<file path="src/sv/qmv_pkg.sv">
// Shared types and constants for the block-scaled int8 matrix-vector row engine.
package qmv_pkg;

    localparam int LANES     = 4;
    localparam int ACT_W     = 16;
    localparam int WQ_W      = 8;
    localparam int PROD_W    = ACT_W + WQ_W;
    localparam int LANESUM_W = PROD_W + $clog2(LANES);
    localparam int ACC_W     = 32;
    localparam int SCALE_W   = 16;
    localparam int BPROD_W   = ACC_W + SCALE_W;
    localparam int ROW_W     = 64;
    localparam int OUT_W     = 32;
    localparam int SHIFT_W   = 5;
    localparam int ADDR_W    = 2;
    localparam int DATA_W    = 32;

    localparam logic [SHIFT_W-1:0] SHIFT_RESET      = 5'd12;
    localparam logic [ADDR_W-1:0]  ADDR_SCALE_SHIFT = 2'd0;

    typedef struct packed {
        logic signed [ACT_W-1:0]   act_0;
        logic signed [ACT_W-1:0]   act_1;
        logic signed [ACT_W-1:0]   act_2;
        logic signed [ACT_W-1:0]   act_3;
        logic signed [WQ_W-1:0]    wq_0;
        logic signed [WQ_W-1:0]    wq_1;
        logic signed [WQ_W-1:0]    wq_2;
        logic signed [WQ_W-1:0]    wq_3;
        logic signed [SCALE_W-1:0] block_scale;
        logic                      block_end;
        logic                      row_end;
    } t_in_item;

    typedef struct packed {
        logic signed [OUT_W-1:0] row_sum;
        logic                    saturated;
    } t_out_item;

    typedef struct packed {
        logic valid;
        logic block_end;
        logic row_end;
    } t_ctl;

endpackage

</file>
<file path="src/sv/qmv_lane.sv">
// One lane: registered signed activation times int8 weight product.
module qmv_lane (
    input  logic                                   i_clk,
    input  logic                                   i_en,
    input  logic signed [qmv_pkg::ACT_W-1:0]       i_act,
    input  logic signed [qmv_pkg::WQ_W-1:0]        i_wq,
    output logic signed [qmv_pkg::PROD_W-1:0]      o_prod
);

    logic signed [qmv_pkg::PROD_W-1:0] r_prod;

    always_ff @(posedge i_clk) begin
        if (i_en) begin
            r_prod <= i_act * i_wq;
        end
    end

    assign o_prod = r_prod;

endmodule

</file>
<file path="src/sv/qmv_merge.sv">
// Merging stage: sums the lane products into the block accumulator and closes blocks.
module qmv_merge (
    input  logic                                   i_clk,
    input  logic                                   i_rst_n,
    input  logic                                   i_en,
    input  qmv_pkg::t_ctl                          i_ctl,
    input  logic signed [qmv_pkg::PROD_W-1:0]      i_prods [qmv_pkg::LANES],
    input  logic signed [qmv_pkg::SCALE_W-1:0]     i_scale,
    output qmv_pkg::t_ctl                          o_ctl,
    output logic signed [qmv_pkg::ACC_W-1:0]       o_bsum,
    output logic signed [qmv_pkg::SCALE_W-1:0]     o_scale
);

    logic signed [qmv_pkg::LANESUM_W-1:0] lane_sum;
    logic signed [qmv_pkg::ACC_W-1:0]     n_blk;
    logic signed [qmv_pkg::ACC_W-1:0]     r_blk;
    logic signed [qmv_pkg::ACC_W-1:0]     r_bsum;
    logic signed [qmv_pkg::SCALE_W-1:0]   r_scale;
    qmv_pkg::t_ctl                        r_ctl;
    logic                                 closing;

    always_comb begin
        lane_sum = '0;
        for (int l = 0; l < qmv_pkg::LANES; l++) begin
            lane_sum = lane_sum + qmv_pkg::LANESUM_W'(i_prods[l]);
        end
    end

    // The block sum wraps modulo 2^32; a row end also closes the open block.
    assign n_blk   = r_blk + qmv_pkg::ACC_W'(lane_sum);
    assign closing = i_ctl.block_end | i_ctl.row_end;

    always_ff @(posedge i_clk) begin
        if (!i_rst_n) begin
            r_blk <= '0;
            r_ctl <= '0;
        end else if (i_en) begin
            r_ctl.valid     <= i_ctl.valid & closing;
            r_ctl.block_end <= i_ctl.block_end;
            r_ctl.row_end   <= i_ctl.row_end;
            if (i_ctl.valid) begin
                r_blk <= closing ? '0 : n_blk;
            end
        end
    end

    always_ff @(posedge i_clk) begin
        if (i_en) begin
            r_bsum  <= n_blk;
            r_scale <= i_scale;
        end
    end

    assign o_ctl   = r_ctl;
    assign o_bsum  = r_bsum;
    assign o_scale = r_scale;

endmodule

</file>
<file path="src/sv/qmv_row.sv">
// Row stages: block scaling, row accumulation, then shift, saturation and result register.
module qmv_row (
    input  logic                                   i_clk,
    input  logic                                   i_rst_n,
    input  logic                                   i_en,
    input  qmv_pkg::t_ctl                          i_ctl,
    input  logic signed [qmv_pkg::ACC_W-1:0]       i_bsum,
    input  logic signed [qmv_pkg::SCALE_W-1:0]     i_scale,
    input  logic [qmv_pkg::SHIFT_W-1:0]            i_shift,
    output logic                                   o_valid,
    output qmv_pkg::t_out_item                     o_item
);

    qmv_pkg::t_ctl                        r_s3_ctl;
    logic signed [qmv_pkg::BPROD_W-1:0]   r_bprod;
    logic signed [qmv_pkg::ROW_W-1:0]     r_row;
    logic signed [qmv_pkg::ROW_W-1:0]     n_row;
    logic signed [qmv_pkg::ROW_W-1:0]     r_fin;
    logic                                 r_fin_valid;
    logic signed [qmv_pkg::ROW_W-1:0]     shifted;
    logic signed [qmv_pkg::OUT_W-1:0]     n_sum;
    logic                                 n_sat;
    logic                                 r_valid;
    qmv_pkg::t_out_item                   r_item;

    always_ff @(posedge i_clk) begin
        if (i_en) begin
            r_bprod <= i_bsum * i_scale;
        end
    end

    assign n_row = r_row + qmv_pkg::ROW_W'(r_bprod);

    always_ff @(posedge i_clk) begin
        if (!i_rst_n) begin
            r_s3_ctl    <= '0;
            r_row       <= '0;
            r_fin_valid <= 1'b0;
            r_valid     <= 1'b0;
        end else if (i_en) begin
            r_s3_ctl    <= i_ctl;
            r_fin_valid <= r_s3_ctl.valid & r_s3_ctl.row_end;
            r_valid     <= r_fin_valid;
            if (r_s3_ctl.valid) begin
                r_row <= r_s3_ctl.row_end ? '0 : n_row;
            end
        end
    end

    always_ff @(posedge i_clk) begin
        if (i_en) begin
            r_fin <= n_row;
        end
    end

    // Saturate when the bits above the 32-bit result are not all copies of its sign.
    always_comb begin
        shifted = r_fin >>> i_shift;
        n_sat   = 1'b0;
        n_sum   = shifted[qmv_pkg::OUT_W-1:0];
        if (shifted[qmv_pkg::ROW_W-1:qmv_pkg::OUT_W-1] != '0 &&
            shifted[qmv_pkg::ROW_W-1:qmv_pkg::OUT_W-1] != '1) begin
            n_sat = 1'b1;
            n_sum = shifted[qmv_pkg::ROW_W-1] ? {1'b1, {(qmv_pkg::OUT_W-1){1'b0}}}
                                               : {1'b0, {(qmv_pkg::OUT_W-1){1'b1}}};
        end
    end

    always_ff @(posedge i_clk) begin
        if (i_en) begin
            r_item.row_sum   <= n_sum;
            r_item.saturated <= n_sat;
        end
    end

    assign o_valid = r_valid;
    assign o_item  = r_item;

endmodule

</file>
<file path="src/sv/block_quantized_int8_matvec_top.sv">
// Top level of the block-scaled int8 matrix-vector row engine.
//
//   Channel   Direction  Handshake                  Payload
//   input     in         i_in_valid / o_in_ready    i_in_data  (qmv_pkg::t_in_item)
//   output    out        o_out_valid / i_out_ready  o_out_data (qmv_pkg::t_out_item)
//   config    in         psel / penable / pready    paddr, pwdata, prdata (scale_shift)
//
// One item is taken per cycle, unless the output stalls, through four parallel lane multipliers and a merging adder.
// A row result passes the lane product, block sum, block product, row total and result registers in turn.
// While a result waits and the output is stalled, the whole pipeline holds.
// Reset clears both accumulators and sets scale_shift to 12.
module block_quantized_int8_matvec_top (
    input  logic                               i_clk,
    input  logic                               i_rst_n,
    input  logic                               i_in_valid,
    output logic                               o_in_ready,
    input  qmv_pkg::t_in_item                  i_in_data,
    output logic                               o_out_valid,
    input  logic                               i_out_ready,
    output qmv_pkg::t_out_item                 o_out_data,
    input  logic                               psel,
    input  logic                               penable,
    input  logic                               pwrite,
    input  logic [qmv_pkg::ADDR_W-1:0]         paddr,
    input  logic [qmv_pkg::DATA_W-1:0]         pwdata,
    output logic [qmv_pkg::DATA_W-1:0]         prdata,
    output logic                               pready
);

    logic                                 en;
    logic [qmv_pkg::SHIFT_W-1:0]          r_scale_shift;
    qmv_pkg::t_ctl                        r_s1_ctl;
    logic signed [qmv_pkg::SCALE_W-1:0]   r_s1_scale;
    logic signed [qmv_pkg::ACT_W-1:0]     acts  [qmv_pkg::LANES];
    logic signed [qmv_pkg::WQ_W-1:0]      wqs   [qmv_pkg::LANES];
    logic signed [qmv_pkg::PROD_W-1:0]    prods [qmv_pkg::LANES];
    qmv_pkg::t_ctl                        s2_ctl;
    logic signed [qmv_pkg::ACC_W-1:0]     s2_bsum;
    logic signed [qmv_pkg::SCALE_W-1:0]   s2_scale;

    // Configuration register.
    assign pready = 1'b1;
    assign prdata = (paddr == qmv_pkg::ADDR_SCALE_SHIFT)
                  ? qmv_pkg::DATA_W'(r_scale_shift) : '0;

    always_ff @(posedge i_clk) begin
        if (!i_rst_n) begin
            r_scale_shift <= qmv_pkg::SHIFT_RESET;
        end else if (psel && penable && pwrite && paddr == qmv_pkg::ADDR_SCALE_SHIFT) begin
            r_scale_shift <= pwdata[qmv_pkg::SHIFT_W-1:0];
        end
    end

    // The pipeline advances unless a result is waiting for its transfer.
    assign en         = !o_out_valid || i_out_ready;
    assign o_in_ready = en;

    assign acts[0] = i_in_data.act_0;
    assign acts[1] = i_in_data.act_1;
    assign acts[2] = i_in_data.act_2;
    assign acts[3] = i_in_data.act_3;
    assign wqs[0]  = i_in_data.wq_0;
    assign wqs[1]  = i_in_data.wq_1;
    assign wqs[2]  = i_in_data.wq_2;
    assign wqs[3]  = i_in_data.wq_3;

    always_ff @(posedge i_clk) begin
        if (!i_rst_n) begin
            r_s1_ctl <= '0;
        end else if (en) begin
            r_s1_ctl.valid     <= i_in_valid;
            r_s1_ctl.block_end <= i_in_data.block_end;
            r_s1_ctl.row_end   <= i_in_data.row_end;
        end
    end

    always_ff @(posedge i_clk) begin
        if (en) begin
            r_s1_scale <= i_in_data.block_scale;
        end
    end

    for (genvar l = 0; l < qmv_pkg::LANES; l++) begin : g_lane
        qmv_lane u_lane (
            .i_clk  (i_clk),
            .i_en   (en),
            .i_act  (acts[l]),
            .i_wq   (wqs[l]),
            .o_prod (prods[l])
        );
    end

    qmv_merge u_merge (
        .i_clk   (i_clk),
        .i_rst_n (i_rst_n),
        .i_en    (en),
        .i_ctl   (r_s1_ctl),
        .i_prods (prods),
        .i_scale (r_s1_scale),
        .o_ctl   (s2_ctl),
        .o_bsum  (s2_bsum),
        .o_scale (s2_scale)
    );

    qmv_row u_row (
        .i_clk   (i_clk),
        .i_rst_n (i_rst_n),
        .i_en    (en),
        .i_ctl   (s2_ctl),
        .i_bsum  (s2_bsum),
        .i_scale (s2_scale),
        .i_shift (r_scale_shift),
        .o_valid (o_out_valid),
        .o_item  (o_out_data)
    );

endmodule

</file>
<file path="config.mk">
export PLATFORM = sky130hd
export DESIGN_NAME = block_quantized_int8_matvec_top
export DESIGN_NICKNAME = d
export VERILOG_FILES = /design/src/sv/qmv_pkg.sv /design/src/sv/qmv_lane.sv /design/src/sv/qmv_merge.sv /design/src/sv/qmv_row.sv /design/src/sv/block_quantized_int8_matvec_top.sv
export SDC_FILE = /design/constraint.sdc
export NUM_CORES = 2
export LEC_CHECK = 0
export ABC_AREA = 0
export BUFFER_PORTS_ARGS = -buffer_cell sky130_fd_sc_hd__buf_2
export CAP_MARGIN = 5
export CORE_MARGIN = 3
export CORE_UTILIZATION = 40
export DETAILED_ROUTE_END_ITERATION = 8
export SLEW_MARGIN = 20
export SYNTH_ARGS = -nofsm -noshare
export SYNTH_HDL_FRONTEND = slang
export SYNTH_SLANG_ARGS = --single-unit
</file>
<file path="constraint.sdc">
create_clock -name i_clk -period 18.6 [get_ports i_clk]
set_clock_uncertainty 0.15 [all_clocks]
set_input_delay 3.72 -clock i_clk [delete_from_list [all_inputs] [get_ports i_clk]]
set_output_delay 3.72 -clock i_clk [all_outputs]
set_load 0.01 [all_outputs]
</file>
==> metrics.md <==
| Metric | Value |
|---|---|
| Layout area overhead | 7.33% |
| Worst slew margin | 32.1% |
| Total GRT Usage | 18.4% |
| Top FF cell, synth | edfxtp_1 |
| GR Overflow Total | 0 |
| Die Wd | 389 um |
| Combined area of the multi-input logic cells | 42300 um^2 |
| DR vias/cell | 5.08 |
| Least-Margin Pin Slew | 1.02 ns |
| FMAX | 0.110 GHz |
| Die ar. | 151000 um^2 |
| Leading area contributor after synthesis | fa_1 |
| Vias in the first global route | 43265 |
| Status | finished, final reports clean |
| Crit path kind | in -> out |
| Die height | 389 um |
| Layout cells sized above 1 | 6.04% |
| Crit-path slowest cell | nor2b_1 |
| Register area | 11400 um^2 |
| Core footprint | 145000 um^2 |
| YS warnings | 0 |
| Final Setup Violations | 0 |
| WL met1 | 59.1 mm |
| Req. time, crit path | 14.73 ns |
| Final Cell Area | 63000 um^2 |
| Dpl ws | 9.47 ns |
| TritonRoute pass-1 iters | 6 |
| IO buf count | 167 |
| Crit-path max FO | 55 |
| FILL cells | 14113 |
| Arrival time at the worst endpoint | 5.22 ns |
| Critical path's most frequent cell | buf_2 |
| Ys async rst share | 0% |
| Post-route minimum period | 9.09 ns |
| Max Transition Viols Final | 0 |
| Initial antenna violation count | 14 |
| Post-CTS Setup Bufs | 0 |
| Sequential share of the synthesized area | 19.4% |
| Final setup TNS | 0 ns |
| HPWL Detailed | 111 mm |
| Worst path cell trace | buf_2 -> nor2b_1 -> inv_8 -> buf_2 |
| Yosys top cell area share | 33.4% |
| RSZ-0062 raised after global routing | false |
| Met2 Wirelength | 68.1 mm |
| Most frequent cell after synthesis | inv_1 |
| Nets | 7606 |
| First-pass GRT wire length | 227 mm |
| Max layer used | met4 |
| Routed wl met3 | 5.11 mm |
| Largest net degree at the start of global routing | 83 |
| Per-cell routed wire length | 17.1 um |
| Num ports | 223 |
| Hold crit path type | reg -> reg |
| Post-synth top cells | 1081 x inv_1, 978 x fa_1, 696 x nand2_1, 521 x and2_1, 390 x ha_1 |
| DRC | 0 |
| Cts repair resizes | 0 |
| Synth unique cells | 79 |
| Mapped Area | 58700 um^2 |
| Gp weighted congestion | 0.922 |
| CTS root buffer | clkbuf_16 |
| Clock-pin slew on the worst setup and hold paths | 0.06 ns |
| Routed Antenna Nets | 0 |
| Final worst path period share | 48.9% |
| Synth Instances | 6052 |
| Total length of routed wires | 137 mm |
| Crit. End Element | output pin |
| Clk buf depth | 3 |
| Hold Fails Final Rpt | 0 |
| CP peak stage delay | 0.74 ns |
| CTS sink cnt | 415 |
| Initial DRC Count | 2113 |
| H-tree Lvls | 2 |
| Max-cap viol count | 0 |
| Synth top area cells | fa_1 33%, edfxtp_1 16%, ha_1 8.3% |
| Placed instance area | 61200 um^2 |
| Total CTS buffers | 48 |
| Post-CTS Hold Fix Bufs | 0 |
| Fin worst setup slack | 9.51 ns |
| Post-synth EDFFs | 305 |
| Yosys reg bits | 415 |
| Clk_lat worst skew | 0.63 ns |
| Row cnt | 139 |
| Initial Utilization | 40.6% |
| CTS tree | done |
| Crit start category | primary input |
| Post-Syn Area per Cell | 9.70 um^2 |
| Via count | 40820 |
## flip-flops by register name, summed over array words and instances (netlist names), 2 cells and up
signal and flops:
g_lane.u_lane.o_prod 96, r_s1_ctl 3, r_s1_scale 16, r_scale_shift 5
u_merge.o_bsum 32, u_merge.o_ctl 2, u_merge.o_scale 16, u_merge.r_blk 32
u_row.o_item 33, u_row.r_bprod 48, u_row.r_fin 64, u_row.r_row 64
u_row.r_s3_ctl 2
## cell usage in the layout, fill, tap and decap left out, types with 11 or more instances in the layout
master / synthesis / layout
nand2b_1: 89 / 89
a21oi_1: 232 / 232
conb_1: 2 / 28
xor2_1: 62 / 62
o21bai_1: 23 / 23
a22oi_1: 68 / 68
xnor2_1: 169 / 169
mux4_2: 41 / 41
a31oi_1: 38 / 38
and3_1: 34 / 34
a211oi_1: 23 / 23
nor3_1: 48 / 47
nand2_1: 696 / 695
nand4_1: 25 / 25
nor2_1: 197 / 196
mux2i_1: 54 / 54
inv_1: 1081 / 1080
nand3_1: 42 / 42
clkbuf_16: 0 / 48
a21boi_0: 22 / 22
a21o_1: 83 / 83
and2_1: 521 / 521
mux2_2: 16 / 16
or3_1: 12 / 12
o21ai_0: 147 / 147
edfxtp_1: 305 / 305
diode_2: 0 / 11
a22o_1: 21 / 21
o21a_1: 27 / 27
buf_4: 29 / 36
ha_1: 390 / 390
nor2b_1: 111 / 111
buf_2: 13 / 167
dfxtp_1: 110 / 106
fa_1: 978 / 978
o211ai_1: 14 / 14
## worst max-delay path, delay by kind of cell
kind	cells	cell delay, ns
buffers and inverters	3	0.69
and+or+nand+nor	1	0.74
## path summary, 6_finish.rpt
| kind | startpoint | to | slack (ns) | depth (start not counted) |
|---|---|---|---|---|
| max | i_out_ready | o_in_ready | 9.51 | 4 |
| min | r_s1_scale[14] | u_merge.o_scale[14] | 0.27 | 0 |
| max reg2reg | u_merge.o_scale[15] | u_row.r_bprod[47] | 10.48 | 21 |
| min reg2reg | r_s1_scale[14] | u_merge.o_scale[14] | 0.27 | 0 |
## kinds of logic (layout without fill, tap and decap cells)
family | Yosys count | in the layout | synth area share [%]
xor+xnor | 231 | 231 | 3.45
fa+ha+maj | 1368 | 1368 | 41.7
compound gates | 776 | 776 | 8.51
simple gates | 1816 | 1816 | 15.4
mux | 111 | 111 | 2.80
flops | 415 | 415 | 19.4
other cells | 2 | 39 | 0.0128
buf+inv | 1333 | 1378 | 8.78
## area by class of cell
| cell class | instances | area share, % |
|---|---|---|
| antenna | 11 | 0.0437 |
| tap | 1903 | 3.78 |
| timing repair buffer | 204 | 1.80 |
| inverter | 1084 | 6.47 |
| multi-input combinational | 4330 | 67.1 |
| clock buffer | 55 | 2.00 |
| clock inverter | 35 | 0.739 |
| sequential | 415 | 18.0 |
## through the flow
stage          hold WS [ns]  cells  util [%]
4_1_cts               0.271   8025      43.5
3_3_place_gp          0.254   7935      42.3
6_report              0.270   8037      43.5
5_1_grt               0.284   8034      43.5
3_5_place_dp          0.255   7935      42.3
2_1_floorplan         0.250   6078         -
## per-layer routing
metal | vias up | GRT usage [%]
li1 | 19237 | -
met1 | 20627 | 24.0
met2 | 785 | 31.9
met3 | 171 | 1.90
met4 | 0 | 6.38
met5 | - | 0
Power is not shown: default switching activity piles up to over one toggle a cycle in this logic, so the estimate is an artifact.
